$ cat config.mk
export PLATFORM = sky130hd
export DESIGN_NAME = uri_utf8_percent_encoder_flat
export DESIGN_NICKNAME = d
export VERILOG_FILES = /design/src/upe_pkg.sv /design/src/upe_ifs.sv /design/src/upe_decode.sv /design/src/uri_utf8_percent_encoder.sv /design/src/flat_wrapper.sv
export SDC_FILE = /design/constraint.sdc
export NUM_CORES = 1
export LEC_CHECK = 0
export BUFFER_PORTS_ARGS = -buffer_cell sky130_fd_sc_hd__buf_2
export CAP_MARGIN = 20
export CELL_PAD_IN_SITES_DETAIL_PLACEMENT = 1
export CELL_PAD_IN_SITES_GLOBAL_PLACEMENT = 1
export CORE_MARGIN = 3
export CORE_UTILIZATION = 51
export CTS_BUF_LIST = sky130_fd_sc_hd__clkbuf_16
export CTS_CLUSTER_DIAMETER = 60
export DETAILED_ROUTE_END_ITERATION = 8
export HOLD_SLACK_MARGIN = 0.02
export PLACE_DENSITY_LB_ADDON = 0.15
export SYNTH_ARGS = -nofsm -noshare
export SYNTH_HDL_FRONTEND = slang
export SYNTH_SLANG_ARGS = --single-unit
$ cat constraint.sdc
create_clock -name clk -period 7.4 [get_ports clk]
set_input_delay 1.48 -clock clk [delete_from_list [all_inputs] [get_ports clk]]
set_output_delay 1.48 -clock clk [all_outputs]
set_load 0.02 [all_outputs]
$ cat src/upe_pkg.sv
`default_nettype none

package upe_pkg;

    // Kind of result run that one code unit produces.
    typedef enum logic [2:0] {
        RUN_PASS = 3'b001,
        RUN_HEX  = 3'b010,
        RUN_ERR  = 3'b100
    } upe_kind_t;

    // Position inside the three characters that escape one byte.
    typedef enum logic [2:0] {
        PH_PCT = 3'b001,
        PH_HI  = 3'b010,
        PH_LO  = 3'b100
    } upe_phase_t;

    localparam logic [6:0] CHAR_PERCENT = 7'h25;
    localparam logic [15:0] LOW_SURR_MIN  = 16'hDC00;
    localparam logic [15:0] LOW_SURR_MAX  = 16'hDFFF;
    localparam logic [15:0] HIGH_SURR_MIN = 16'hD800;
    localparam logic [15:0] HIGH_SURR_MAX = 16'hDBFF;
    localparam logic [20:0] SUPP_BASE     = 21'h10000;
    localparam logic [15:0] TWO_BYTE_MIN  = 16'h0800;
    localparam logic [15:0] ASCII_LIMIT   = 16'h0080;

    typedef struct packed {
        logic [15:0] code_unit;
        logic        last_unit;
    } upe_unit_t;

    // One run of results: a passed character, an error, or up to four escaped bytes.
    typedef struct packed {
        upe_kind_t       kind;
        logic [6:0]      ch;
        logic [3:0][7:0] bytes;
        logic [1:0]      nb_m1;
        logic            last;
    } upe_run_t;

    function automatic logic [6:0] hex_digit(input logic [3:0] nib);
        logic [6:0] d;
        if (nib < 4'd10)
            d = 7'h30 + {3'b000, nib};
        else
            d = 7'h37 + {3'b000, nib};
        return d;
    endfunction

    function automatic logic comp_char(input logic [6:0] c);
        logic ok;
        ok = 1'b0;
        if (c >= 7'h61 && c <= 7'h7A)
            ok = 1'b1;
        if (c >= 7'h41 && c <= 7'h5A)
            ok = 1'b1;
        if (c >= 7'h30 && c <= 7'h39)
            ok = 1'b1;
        case (c)
            7'h2D, 7'h5F, 7'h2E, 7'h21, 7'h7E, 7'h2A, 7'h27, 7'h28, 7'h29: ok = 1'b1;
            default: ;
        endcase
        return ok;
    endfunction

    function automatic logic extra_char(input logic [6:0] c);
        logic ok;
        case (c)
            7'h3B, 7'h2F, 7'h3F, 7'h3A, 7'h40, 7'h26, 7'h3D, 7'h2B, 7'h24, 7'h2C, 7'h23:
                ok = 1'b1;
            default:
                ok = 1'b0;
        endcase
        return ok;
    endfunction

endpackage

`default_nettype wire

$ cat src/upe_ifs.sv
`default_nettype none

interface upe_unit_if;
    logic        valid;
    logic        ready;
    logic [15:0] code_unit;
    logic        last_unit;

    modport source (output valid, output code_unit, output last_unit, input ready);
    modport sink (input valid, input code_unit, input last_unit, output ready);
endinterface

interface upe_char_if;
    logic       valid;
    logic       ready;
    logic [6:0] out_char;
    logic       run_last;
    logic       string_end;
    logic       error;

    modport source (output valid, output out_char, output run_last, output string_end,
                    output error, input ready);
    modport sink (input valid, input out_char, input run_last, input string_end,
                  input error, output ready);
endinterface

interface upe_cfg_if;
    logic valid;
    logic ready;
    logic set_select;

    modport source (output valid, output set_select, input ready);
    modport sink (input valid, input set_select, output ready);
endinterface

`default_nettype wire

$ cat src/upe_decode.sv
`default_nettype none

module upe_decode (
    input  wire logic              clk,
    input  wire logic              rst_n,
    input  wire logic              set_select,
    input  wire upe_pkg::upe_unit_t unit,
    input  wire logic              take,
    output upe_pkg::upe_run_t      run,
    output logic                   produce
);

    logic [9:0] pending_high_reg;
    logic [9:0] pending_high_next;
    logic       pending_valid_reg;
    logic       pending_valid_next;
    logic       error_seen_reg;
    logic       error_seen_next;

    logic [15:0] u;
    logic        last;
    logic        is_low;
    logic        is_high;
    logic        allowed;
    logic [20:0] cp;

    assign u       = unit.code_unit;
    assign last    = unit.last_unit;
    assign is_low  = (u >= upe_pkg::LOW_SURR_MIN) && (u <= upe_pkg::LOW_SURR_MAX);
    assign is_high = (u >= upe_pkg::HIGH_SURR_MIN) && (u <= upe_pkg::HIGH_SURR_MAX);
    assign allowed = (u < upe_pkg::ASCII_LIMIT)
                     && (upe_pkg::comp_char(u[6:0])
                         || (set_select && upe_pkg::extra_char(u[6:0])));
    assign cp = upe_pkg::SUPP_BASE + {1'b0, pending_high_reg, u[9:0]};

    always_comb
    begin
        pending_high_next  = pending_high_reg;
        pending_valid_next = pending_valid_reg;
        error_seen_next    = error_seen_reg;
        produce            = 1'b1;
        run.kind           = upe_pkg::RUN_ERR;
        run.ch             = 7'd0;
        run.bytes          = '0;
        run.nb_m1          = 2'd0;
        run.last           = last;

        if (error_seen_reg)
        begin
            // Drop the rest of a failed string; its last unit reports once.
            produce = last;
            if (last)
                error_seen_next = 1'b0;
        end
        else if (pending_valid_reg)
        begin
            pending_valid_next = 1'b0;
            pending_high_next  = 10'd0;
            if (!is_low)
                error_seen_next = !last;
            else
            begin
                run.kind     = upe_pkg::RUN_HEX;
                run.nb_m1    = 2'd3;
                run.bytes[0] = {5'b11110, cp[20:18]};
                run.bytes[1] = {2'b10, cp[17:12]};
                run.bytes[2] = {2'b10, cp[11:6]};
                run.bytes[3] = {2'b10, cp[5:0]};
            end
        end
        else if (allowed)
        begin
            run.kind = upe_pkg::RUN_PASS;
            run.ch   = u[6:0];
        end
        else if (is_low)
            error_seen_next = !last;
        else if (is_high)
        begin
            if (!last)
            begin
                produce            = 1'b0;
                pending_high_next  = u[9:0];
                pending_valid_next = 1'b1;
            end
        end
        else
        begin
            run.kind = upe_pkg::RUN_HEX;
            if (u < upe_pkg::ASCII_LIMIT)
            begin
                run.nb_m1    = 2'd0;
                run.bytes[0] = u[7:0];
            end
            else if (u < upe_pkg::TWO_BYTE_MIN)
            begin
                run.nb_m1    = 2'd1;
                run.bytes[0] = {3'b110, u[10:6]};
                run.bytes[1] = {2'b10, u[5:0]};
            end
            else
            begin
                run.nb_m1    = 2'd2;
                run.bytes[0] = {4'b1110, u[15:12]};
                run.bytes[1] = {2'b10, u[11:6]};
                run.bytes[2] = {2'b10, u[5:0]};
            end
        end
    end

    always_ff @(posedge clk or negedge rst_n)
    begin
        if (!rst_n)
        begin
            pending_high_reg  <= 10'd0;
            pending_valid_reg <= 1'b0;
            error_seen_reg    <= 1'b0;
        end
        else if (take)
        begin
            pending_high_reg  <= pending_high_next;
            pending_valid_reg <= pending_valid_next;
            error_seen_reg    <= error_seen_next;
        end
    end

endmodule

`default_nettype wire

$ cat src/uri_utf8_percent_encoder.sv
`default_nettype none
// A unit passes the input register, the run register and the output register before its
// first character appears on chars. Units that pass through unchanged go at one code unit
// per cycle while chars.ready stays high; an escaped unit holds the run register for three
// characters per UTF-8 byte (3 to 12 characters), and a held high surrogate gives no output.
// Reset: rst_n clears all valid flags, the surrogate and error state, and set_select to 0.
module uri_utf8_percent_encoder (
    input  wire logic clk,
    input  wire logic rst_n,
    upe_unit_if.sink  units,
    upe_char_if.source chars,
    upe_cfg_if.sink   cfg
);

    logic                 set_sel_reg;
    logic                 in_vld_reg;
    upe_pkg::upe_unit_t   in_reg;
    logic                 run_vld_reg;
    upe_pkg::upe_run_t    run_reg;
    logic [1:0]           idx_reg;
    upe_pkg::upe_phase_t  phase_reg;
    logic                 out_vld_reg;
    logic [6:0]           out_char_reg;
    logic                 run_last_reg;
    logic                 string_end_reg;
    logic                 error_reg;

    upe_pkg::upe_run_t    dec_run;
    logic                 dec_produce;
    logic                 emit;
    logic                 at_end;
    logic                 run_free;
    logic                 take;
    logic [7:0]           cur_byte;
    logic [6:0]           cur_char;

    assign cfg.ready = 1'b1;

    always_ff @(posedge clk or negedge rst_n)
    begin
        if (!rst_n)
            set_sel_reg <= 1'b0;
        else if (cfg.valid)
            set_sel_reg <= cfg.set_select;
    end

    upe_decode u_decode (
        .clk        (clk),
        .rst_n      (rst_n),
        .set_select (set_sel_reg),
        .unit       (in_reg),
        .take       (take),
        .run        (dec_run),
        .produce    (dec_produce)
    );

    assign cur_byte = run_reg.bytes[idx_reg];
    assign at_end   = (run_reg.kind != upe_pkg::RUN_HEX)
                      || ((idx_reg == run_reg.nb_m1) && (phase_reg == upe_pkg::PH_LO));
    assign emit     = run_vld_reg && (!out_vld_reg || chars.ready);
    assign run_free = !run_vld_reg || (emit && at_end);
    assign take     = in_vld_reg && run_free;
    assign units.ready = !in_vld_reg || take;

    always_comb
    begin
        case (run_reg.kind)
            upe_pkg::RUN_PASS: cur_char = run_reg.ch;
            upe_pkg::RUN_HEX:
            begin
                case (phase_reg)
                    upe_pkg::PH_PCT: cur_char = upe_pkg::CHAR_PERCENT;
                    upe_pkg::PH_HI:  cur_char = upe_pkg::hex_digit(cur_byte[7:4]);
                    upe_pkg::PH_LO:  cur_char = upe_pkg::hex_digit(cur_byte[3:0]);
                    default:         cur_char = 7'd0;
                endcase
            end
            default: cur_char = 7'd0;
        endcase
    end

    // Input register.
    always_ff @(posedge clk or negedge rst_n)
    begin
        if (!rst_n)
            in_vld_reg <= 1'b0;
        else if (units.ready)
            in_vld_reg <= units.valid;
    end

    always_ff @(posedge clk)
    begin
        if (units.ready && units.valid)
        begin
            in_reg.code_unit <= units.code_unit;
            in_reg.last_unit <= units.last_unit;
        end
    end

    // Run register and its character position.
    always_ff @(posedge clk or negedge rst_n)
    begin
        if (!rst_n)
        begin
            run_vld_reg <= 1'b0;
            idx_reg     <= 2'd0;
            phase_reg   <= upe_pkg::PH_PCT;
        end
        else if (take && dec_produce)
        begin
            run_vld_reg <= 1'b1;
            idx_reg     <= 2'd0;
            phase_reg   <= upe_pkg::PH_PCT;
        end
        else if (emit)
        begin
            if (at_end)
                run_vld_reg <= 1'b0;
            else if (phase_reg == upe_pkg::PH_LO)
            begin
                phase_reg <= upe_pkg::PH_PCT;
                idx_reg   <= idx_reg + 2'd1;
            end
            else if (phase_reg == upe_pkg::PH_PCT)
                phase_reg <= upe_pkg::PH_HI;
            else
                phase_reg <= upe_pkg::PH_LO;
        end
    end

    always_ff @(posedge clk)
    begin
        if (take && dec_produce)
            run_reg <= dec_run;
    end

    // Output register.
    always_ff @(posedge clk or negedge rst_n)
    begin
        if (!rst_n)
            out_vld_reg <= 1'b0;
        else if (emit)
            out_vld_reg <= 1'b1;
        else if (chars.ready)
            out_vld_reg <= 1'b0;
    end

    always_ff @(posedge clk)
    begin
        if (emit)
        begin
            out_char_reg   <= cur_char;
            run_last_reg   <= at_end;
            string_end_reg <= at_end && run_reg.last;
            error_reg      <= (run_reg.kind == upe_pkg::RUN_ERR);
        end
    end

    assign chars.valid      = out_vld_reg;
    assign chars.out_char   = out_char_reg;
    assign chars.run_last   = run_last_reg;
    assign chars.string_end = string_end_reg;
    assign chars.error      = error_reg;

endmodule

`default_nettype wire

$ cat src/flat_wrapper.sv
// flat-port wrapper written by rule: the top's interface ports become plain ports
module uri_utf8_percent_encoder_flat 
  (clk, rst_n, units_valid, units_code_unit, units_last_unit, units_ready, chars_valid, chars_out_char, chars_run_last, chars_string_end, chars_error, chars_ready, cfg_valid, cfg_set_select, cfg_ready);
  upe_unit_if units_i ();
  upe_char_if chars_i ();
  upe_cfg_if cfg_i ();
  input  wire logic clk;
  input  wire logic rst_n;
  input wire logic [$bits(units_i.valid)-1:0] units_valid;
  input wire logic [$bits(units_i.code_unit)-1:0] units_code_unit;
  input wire logic [$bits(units_i.last_unit)-1:0] units_last_unit;
  output wire logic [$bits(units_i.ready)-1:0] units_ready;
  output wire logic [$bits(chars_i.valid)-1:0] chars_valid;
  output wire logic [$bits(chars_i.out_char)-1:0] chars_out_char;
  output wire logic [$bits(chars_i.run_last)-1:0] chars_run_last;
  output wire logic [$bits(chars_i.string_end)-1:0] chars_string_end;
  output wire logic [$bits(chars_i.error)-1:0] chars_error;
  input wire logic [$bits(chars_i.ready)-1:0] chars_ready;
  input wire logic [$bits(cfg_i.valid)-1:0] cfg_valid;
  input wire logic [$bits(cfg_i.set_select)-1:0] cfg_set_select;
  output wire logic [$bits(cfg_i.ready)-1:0] cfg_ready;
  assign units_i.valid = units_valid;
  assign units_i.code_unit = units_code_unit;
  assign units_i.last_unit = units_last_unit;
  assign units_ready = units_i.ready;
  assign chars_valid = chars_i.valid;
  assign chars_out_char = chars_i.out_char;
  assign chars_run_last = chars_i.run_last;
  assign chars_string_end = chars_i.string_end;
  assign chars_error = chars_i.error;
  assign chars_i.ready = chars_ready;
  assign cfg_i.valid = cfg_valid;
  assign cfg_i.set_select = cfg_set_select;
  assign cfg_ready = cfg_i.ready;
  uri_utf8_percent_encoder u_core (.clk(clk), .rst_n(rst_n), .units(units_i), .chars(chars_i), .cfg(cfg_i));
endmodule
* After elaboration in Yosys (flattened, before gate mapping)
Index checks and enable logic that the tools add are counted.
** Word-level totals
- Bits in latches :: 0
- Output and inout bits :: 13
- Input port bits :: 23
- Logic and storage cells :: 179
- Flip-flop bits (word level) :: 93
- Bits in writable memories :: 0
- Bits in read-only memories :: 0
- Memories :: 0
** Cells by class
- Magnitude comparators :: 15
- Reductions and logical operators :: 38
- Eq/ne operators :: 32
- Shift operators :: 0
- Add/subtract/negate cells :: 6
- Multiplexer cells :: 60
- Bitwise logic cells :: 4
- $mul :: 0
- Divide/modulo/power cells :: 0
** Operator list (count)
- $eq A7 B6 Y1 const B :: 17
- $mux W26 :: 4
- $mux W10 :: 6
- $mux W34 :: 1
- $ge A16 B16 Y1 const B :: 2
- $le A16 B16 Y1 const B :: 2
- $mux W16 :: 2
- $mux W3 :: 10
- $add A6 B4 Y7 const A :: 4
- $mux W1 :: 26
- $add A17 B20 Y21 const A :: 1
- $eq A7 B7 Y1 const B :: 3
- $pmux W7 S3 :: 1
- $bmux W8 S2 :: 1
- $lt A16 B12 Y1 const B :: 1
- $lt A16 B8 Y1 const B :: 1
- $mux W8 :: 2
- $ge A7 B7 Y1 const B :: 2
- $le A7 B7 Y1 const B :: 2
- $logic_and A1 B1 Y1 :: 14
- $mux W7 :: 2
- $pmux W7 S2 :: 1
- $reduce_or A11 Y1 :: 1
- $reduce_bool A2 Y1 :: 5
- 21 further kinds :: 44

* Depth between registers and ports, before layout
Gate-level depths: netlist of run 1.
- Depth after elaboration :: 14
- Gate-level depth with buffers :: 10
- Gate-level depth less buffers :: 8

* Hierarchy
A second synthesis of run 1 with hierarchy kept.
** Second synthesis, totals
- Cells, all modules :: 401
- Area total of the unflattened synthesis :: 4749.6 um^2
** Modules (own cells, without submodules)
- uri_utf8_percent_encoder :: cells each 189, seq. area each 2388.5 um^2, area an instance 3186.8 um^2, times used 1
- upe_decode :: cells each 212, seq. area each 300.3 um^2, area an instance 1562.7 um^2, times used 1

* Worst setup path before layout of run 1
No wires, ideal clock.
- Kind :: input to register
- From :: input chars_ready
- To :: register u_core.run_reg[0] (netlist name), enable pin
- Data arrival time :: 3.724 ns
- Slack :: 3.229 ns
- Library setup time :: 0.447 ns
- Buffers on the path :: 0
- Cell stages on the path :: 4
- Data required time :: 6.953 ns
- Cells stage by stage :: nand2b_1 > a21bo_4 > nand2_2 > nor2_1
** On the way
- Longest elaborated chain between the ends :: 6
** RTL lines
- start: declaration :: line flat_wrapper.sv:18 : input wire logic [$bits(chars_i.ready)-1:0] chars_ready;
- $logic_or A1 B1 Y1 :: line uri_utf8_percent_encoder.sv:60 : assign emit = run_vld_reg && (!out_vld_reg || chars.ready);
- $logic_and A1 B1 Y1 :: line uri_utf8_percent_encoder.sv:60
- $logic_and A1 B1 Y1 :: line uri_utf8_percent_encoder.sv:61 : assign run_free = !run_vld_reg || (emit && at_end);
- $logic_or A1 B1 Y1 :: line uri_utf8_percent_encoder.sv:61
- $logic_and A1 B1 Y1 :: line uri_utf8_percent_encoder.sv:62 : assign take = in_vld_reg && run_free;
- $logic_and A1 B1 Y1 :: line uri_utf8_percent_encoder.sv:133 : if (take && dec_produce)
- end signal: assignment :: line uri_utf8_percent_encoder.sv:134 : run_reg <= dec_run;
- end: declaration :: line uri_utf8_percent_encoder.sv:19 : upe_pkg::upe_run_t run_reg;
No other way between the ends.
A chain may end at the register's enable or synchronous reset.

* Worst setup path in the final report of run 1
- From :: input chars_ready
- To :: output units_ready
** On the way
- Longest elaborated chain between the ends :: 6
** RTL lines
- $logic_or A1 B1 Y1 :: line uri_utf8_percent_encoder.sv:60
- $logic_and A1 B1 Y1 :: line uri_utf8_percent_encoder.sv:60
- $logic_and A1 B1 Y1 :: line uri_utf8_percent_encoder.sv:61
- $logic_or A1 B1 Y1 :: line uri_utf8_percent_encoder.sv:61
- $logic_and A1 B1 Y1 :: line uri_utf8_percent_encoder.sv:62
- $logic_or A1 B1 Y1 :: line uri_utf8_percent_encoder.sv:63 : assign units.ready = !in_vld_reg || take;
- end: declaration :: line flat_wrapper.sv:12 : output wire logic [$bits(units_i.ready)-1:0] units_ready;
No other way between the ends.

==> impl_results.md, run 1 <==
* Chip Width at 97.76 um
* Clk pin slew, worst setup/hold paths at 60 ps
* DR pass1 iterations at 6
* Crit path DAT at 2520 ps
* Static Leakage at 1.793 nW
* Post-CTS Setup Bufs at 0
* Area grow syn2layout at 11.89%
* Final Cycle Share at 54.08%
* Synth unique cells at 58
* Hold Crit Depth at 1
* Share of cells above drive strength 1 at 19.15%
* Die footprint at 9557 um2
* Worst min path class: register to register
* Post-DR wirelength/cell at 21.54 um
* Worst r2r dst: u_core.chars.out_char[1]$_DFFE_PP_
* Site row count at 32
* Crit Path Category: input pin to output port
* Clock Tree Buf Depth at 2
* Hold Buf Count CTS at 0
* IO Pins at 36
* Final Setup Violations at 0
* Critical Path RT at 5920 ps
* Top cell type's share of synthesized area at 47.55%
* Unrepaired setup endpoints after global routing: false
* CP Max Fanout at 5
* Die height at 97.76 um
* Drt drc at 0
* Status: finished clean
* Combinational power share at 21.1%
* Cts repair resizes at 0
* Setup TNS at 0 ps
* Yosys reg bits at 89
* WHS Endpoint: u_core.u_decode.pending_high_reg[3]$_DFFE_PN0P_
* CP endpoint kind: output port
* Ys async rst share at 23.60%
* Hold Violations, Final at 0
* Switching pwr at 462.9 uW
* Core area at 7968 um2
* Port Buf Inserts at 34
* DP Wirelength at 7299 um
* Num CTS Buffers at 9
* Vias post-DR at 2872
* Final max-slew violation count at 0
* Grt ovf at 0
* Worst slew margin at 37.01%
* FF-to-FF Start: u_core.idx_reg[0]$_DFFE_PN0P_
* Most frequent cell after synthesis: edfxtp_1
* Fin Clk Skew at 11.77 ps
* Final net count at 397
* Syn Nets at 368
* Syn Std Cell Area at 4294 um2
* Sequential area share after synthesis at 59.82%
* Largest register FFs at 41
* Total track usage at 22.66%
* N_diodes at 0
* Vias in the first global route at 3048
* ANT nets after route at 0
* Minimum clock period at 4002 ps
* Worst R2R Setup Slack at 4740 ps
* Final WL at 10300 um
* CTS H-tree depth at 3
* FF+latch area at 2569 um2
* Int Power at 1.060 mW
* Sw frac at 30.40%
* Setup crit start kind: input pin
* Design area at 4805 um2
* Fmax at 249.9 MHz
* Largest net degree at the start of global routing at 47
* Clk sinks at 89
* Pwr Density at 316.9 nW/um2
* Most frequent cells after synthesis: edfxtp_1, nand2_1, nor2_1, dfrtp_1, a22o_1
* Tightest Pin Transition at 939.1 ps
* Post-synth EDFFs at 68
* Yosys synthesis warning count at 0
* DR iter-0 viols at 140
* VDD IR-drop max at 0.0001509 V
* CTS Root Cell: clkbuf_16
* Fillers at 796
* Multi-input gate area at 1593 um2
* Synthesized area per cell at 12.56 um2
* Synth top area cells: edfxtp_1, dfrtp_1, a22o_1, mux4_2, nand2_1
* Placed inst area at 4508 um2
* Gpl congestion at 0.8603
* Min-delay src: u_core.u_decode.pending_high_reg[3]$_DFFE_PN0P_
* R2R depth at 5
* Main flop type after synthesis: edfxtp_1
* Initial antenna violation count at 0
* CTS tree: done
* Max Cap Viol at 0
* Sequential share of power at 49.2%
* Vias per std cell at 6.008
* Starting Density at 53.89%
* Cell accounting for the most synthesized area: edfxtp_1
* Cells after Synth at 342
* Clock Power Share at 29.7%
* First-pass GRT wire length at 16660 um
* Clk_lat worst skew at 340 ps
-- worst max-delay path by stage --
stage / from / end / slack [ps]
floorplan: chars_ready / u_core.run_reg[0]$_DFFE_PP_ / 3230
global placement: chars_ready / units_ready / 3470
detailed placement: chars_ready / units_ready / 3410
CTS: chars_ready / units_ready / 3390
global route: chars_ready / units_ready / 3360
finish: chars_ready / units_ready / 3400
-- layout make-up --
class	instances	share of cell area (%)
sequential	89	53.46
multi-input combinational	226	33.15
clock buffer	9	4.687
timing repair buffer	36	3.854
tap	102	2.656
clock inverter	7	1.484
inverter	9	0.7031
-- per-layer routing --
| metal | global-route usage (%) | part of all wire [%] |
|---|---|---|
| met1 | 28.88 | 42 |
| met2 | 39.27 | 52 |
| met3 | 4.286 | 3.9 |
| met4 | 7.135 | 2.0 |
| met5 | 0 | 0 |
-- power by group through the flow --
stage / registers [mW] / logic [mW] / clock network (mW)
2_1_floorplan: 0.743 / 0.222 / 0
3_3_place_gp: 0.750 / 0.305 / 0
3_5_place_dp: 0.759 / 0.319 / 0
4_1_cts: 0.749 / 0.323 / 0.458
5_1_grt: 0.760 / 0.354 / 0.485
6_report: 0.749 / 0.322 / 0.452
-- kinds of logic after synthesis --
group | count (synthesis) | share of synthesized area, %
buffers and inverters | 27 | 3.263
muxes | 16 | 5.507
other | 1 | 0.08733
and+or+nand+nor | 113 | 13.87
DFF | 89 | 59.82
adders and majority gates | 3 | 0.8742
xor gates and xnor gates | 10 | 2.040
AOI/OAI and AO/OA | 83 | 14.54
-- stage by stage --
step | setup WS [ps] | utilization (%) | power [mW] | hold WS, ps | cells
detailed placement | 3406 | 56.58 | 1.077 | 491.3 | 462
floorplan | 3229 | - | 0.9654 | 471.5 | 342
CTS | 3388 | 60.30 | 1.530 | 510.2 | 478
finish | 3398 | 60.30 | 1.523 | 505.1 | 478
global placement | 3474 | 56.58 | 1.055 | 489.8 | 462
global route | 3363 | 60.30 | 1.599 | 528.3 | 478
-- worst max-delay path, cell delays in order --
cell      delay [ps]
buf_2             90
nand2b_1         200
a21bo_4          260
or2_2            310
buf_2            180
-- placed cells by master (no fill, tap or decap), types with 4 or more instances in the layout --
master	Yosys	layout
nor3_1	8	8
mux4_2	6	6
a21oi_1	10	10
o22ai_1	7	7
and2_1	15	15
o21a_1	7	7
xnor2_1	7	7
nor2_1	26	25
o21ai_0	15	15
nor2b_1	8	8
buf_2	6	34
nand3_1	7	7
a22o_1	16	16
nand2_1	26	26
edfxtp_1	68	68
nand2b_1	5	5
mux2i_1	9	9
inv_1	8	9
dfrtp_1	20	20
clkbuf_16	0	9
a22oi_1	4	4
(Power assumes the default switching activity.)
==> run 2: changes to the inputs <==
- CORE_UTILIZATION: 51 -> 49
- clock period: 7.4 -> 3.82 ns (I/O delays scaled with it)
==> impl_results.md, run 2 (same netlist as run 1, synthesis figures left out) <==
* Status: finished clean
* Clock Tree Buf Depth at 2
* Design area at 4808 um2
* Critical Path RT at 3060 ps
* First-pass GRT wire length at 16390 um
* Total power draw at 2.934 mW
* Site row count at 33
* VDD IR-drop max at 0.0002835 V
* Drt drc at 0
* CP Buf/Inv Count at 1
* Tightest Pin Transition at 835.3 ps
* Total track usage at 21.23%
* Initial antenna violation count at 0
* Worst R2R Setup Slack at 1260 ps
* Pwr Density at 610.2 nW/um2
* Final Cycle Share at 79.58%
* Worst r2r dst: u_core.chars.out_char[2]$_DFFE_PP_
* Die footprint at 9923 um2
* Clk sinks at 89
* Vias post-DR at 2932
* CP endpoint kind: output port
* Cts repair resizes at 0
* Clk pin slew, worst setup/hold paths at 70 ps
* Minimum clock period at 3040 ps
* DR iter-0 viols at 247
* DP Wirelength at 7050 um
* CTS Root Cell: clkbuf_16
* Core area at 8382 um2
* Share of cells above drive strength 1 at 19.15%
* Starting Density at 51.23%
* IO Pins at 36
* Vias per std cell at 6.096
* FF-to-FF Start: u_core.idx_reg[0]$_DFFE_PN0P_
* Final WL at 9787 um
* Gpl congestion at 0.8463
* Post-DR wirelength/cell at 20.35 um
* Post-CTS Setup Bufs at 0
* Commonest non-fill, non-tap cell in the layout: edfxtp_1
* Worst min path class: input pin to asynchronous set/reset pin
* Final Setup Violations at 0
* Static Leakage at 1.793 nW
* Fillers at 852
* CP max stage cell: dfrtp_1
* CTS tree: done
* R2R depth at 8
* Hold Violations, Final at 0
* Crit path DAT at 2280 ps
* Setup crit start kind: register
* N_diodes at 0
* CTS H-tree depth at 3
* Die height at 99.62 um
* ANT nets after route at 0
* CP Max Fanout at 14
* Worst slew margin at 44.19%
* Clk_lat worst skew at 330 ps
* Area grow syn2layout at 11.98%
* DR pass1 iterations at 4
* Max Cap Viol at 0
* Grt ovf at 0
* Final hold slack at 416.6 ps
* Hold Buf Count CTS at 0
* Fmax at 328.9 MHz
* Final net count at 397
* Num CTS Buffers at 9
* Chip Width at 99.62 um
* Delay of the slowest critical-path stage at 740 ps
* Setup TNS at 0 ps
* Largest register FFs at 41
* Unrepaired setup endpoints after global routing: false
* Most frequent cells in the layout: edfxtp_1, buf_2, nand2_1, nor2_1, dfrtp_1
* Vias in the first global route at 3113
* Crit Path Category: register to output port
* Kind of cell adding the most delay to the critical path: flip-flops
* Fin Clk Skew at 6.317 ps
* Largest net degree at the start of global routing at 47
* Final max-slew violation count at 0
* Port Buf Inserts at 34
* Placed inst area at 4512 um2
* Crit path cell chain: xnor2_1, a31o_4, a21bo_4, or2_2, buf_2
[run 2: cell type report]
cell class | count | area [um2] | share of cell area [%]
clock buffers | 9 | 225.2 | 4.684
clock inverters | 7 | 71.32 | 1.483
inverters | 9 | 33.78 | 0.7026
multi-input cells | 226 | 1593 | 33.13
flip-flops and latches | 89 | 2569 | 53.42
well taps | 105 | 131.4 | 2.732
repair buffers | 36 | 185.2 | 3.851
[run 2: worst max path at each step]
stage / startpoint / to / slack (ps) / cells past startpoint
floorplan: chars_ready / u_core.run_reg[0]$_DFFE_PP_ / 360 / 4
global placement: u_core.idx_reg[0]$_DFFE_PN0P_ / units_ready / 1150 / 5
detailed placement: u_core.idx_reg[0]$_DFFE_PN0P_ / units_ready / 1110 / 5
CTS: u_core.idx_reg[0]$_DFFE_PN0P_ / units_ready / 740 / 5
global route: u_core.idx_reg[0]$_DFFE_PN0P_ / units_ready / 620 / 5
finish: u_core.idx_reg[0]$_DFFE_PN0P_ / units_ready / 780 / 5
[run 2: power by group]
| part | internal [mW] | switching (mW) | total (mW) | leakage [nW] |
|---|---|---|---|---|
| Clock | 0.506 | 0.360 | 0.866 | 0.143 |
| Sequential | 1.31 | 0.149 | 1.46 | 0.920 |
| Combinational | 0.238 | 0.374 | 0.612 | 0.729 |
[run 2: stage by stage]
stage | utilization, % | cells | setup WS (ps)
5_1_grt | 57.37 | 481 | 621.5
3_5_place_dp | 53.83 | 465 | 1105
2_1_floorplan | - | 342 | 364.8
4_1_cts | 57.37 | 481 | 739.3
3_3_place_gp | 53.83 | 465 | 1148
6_report | 57.37 | 481 | 780.0
[run 2: metal layers]
| metal | vias to the layer above | GRT usage, % | routed length [um] |
|---|---|---|---|
| met1 | 1477 | 27.45 | 4132 |
| met5 | - | 0 | 0 |
| met4 | 0 | 7.773 | 250 |
| li1 | 1340 | - | - |
| met3 | 21 | 4.348 | 524 |
| met2 | 94 | 35.49 | 4880 |
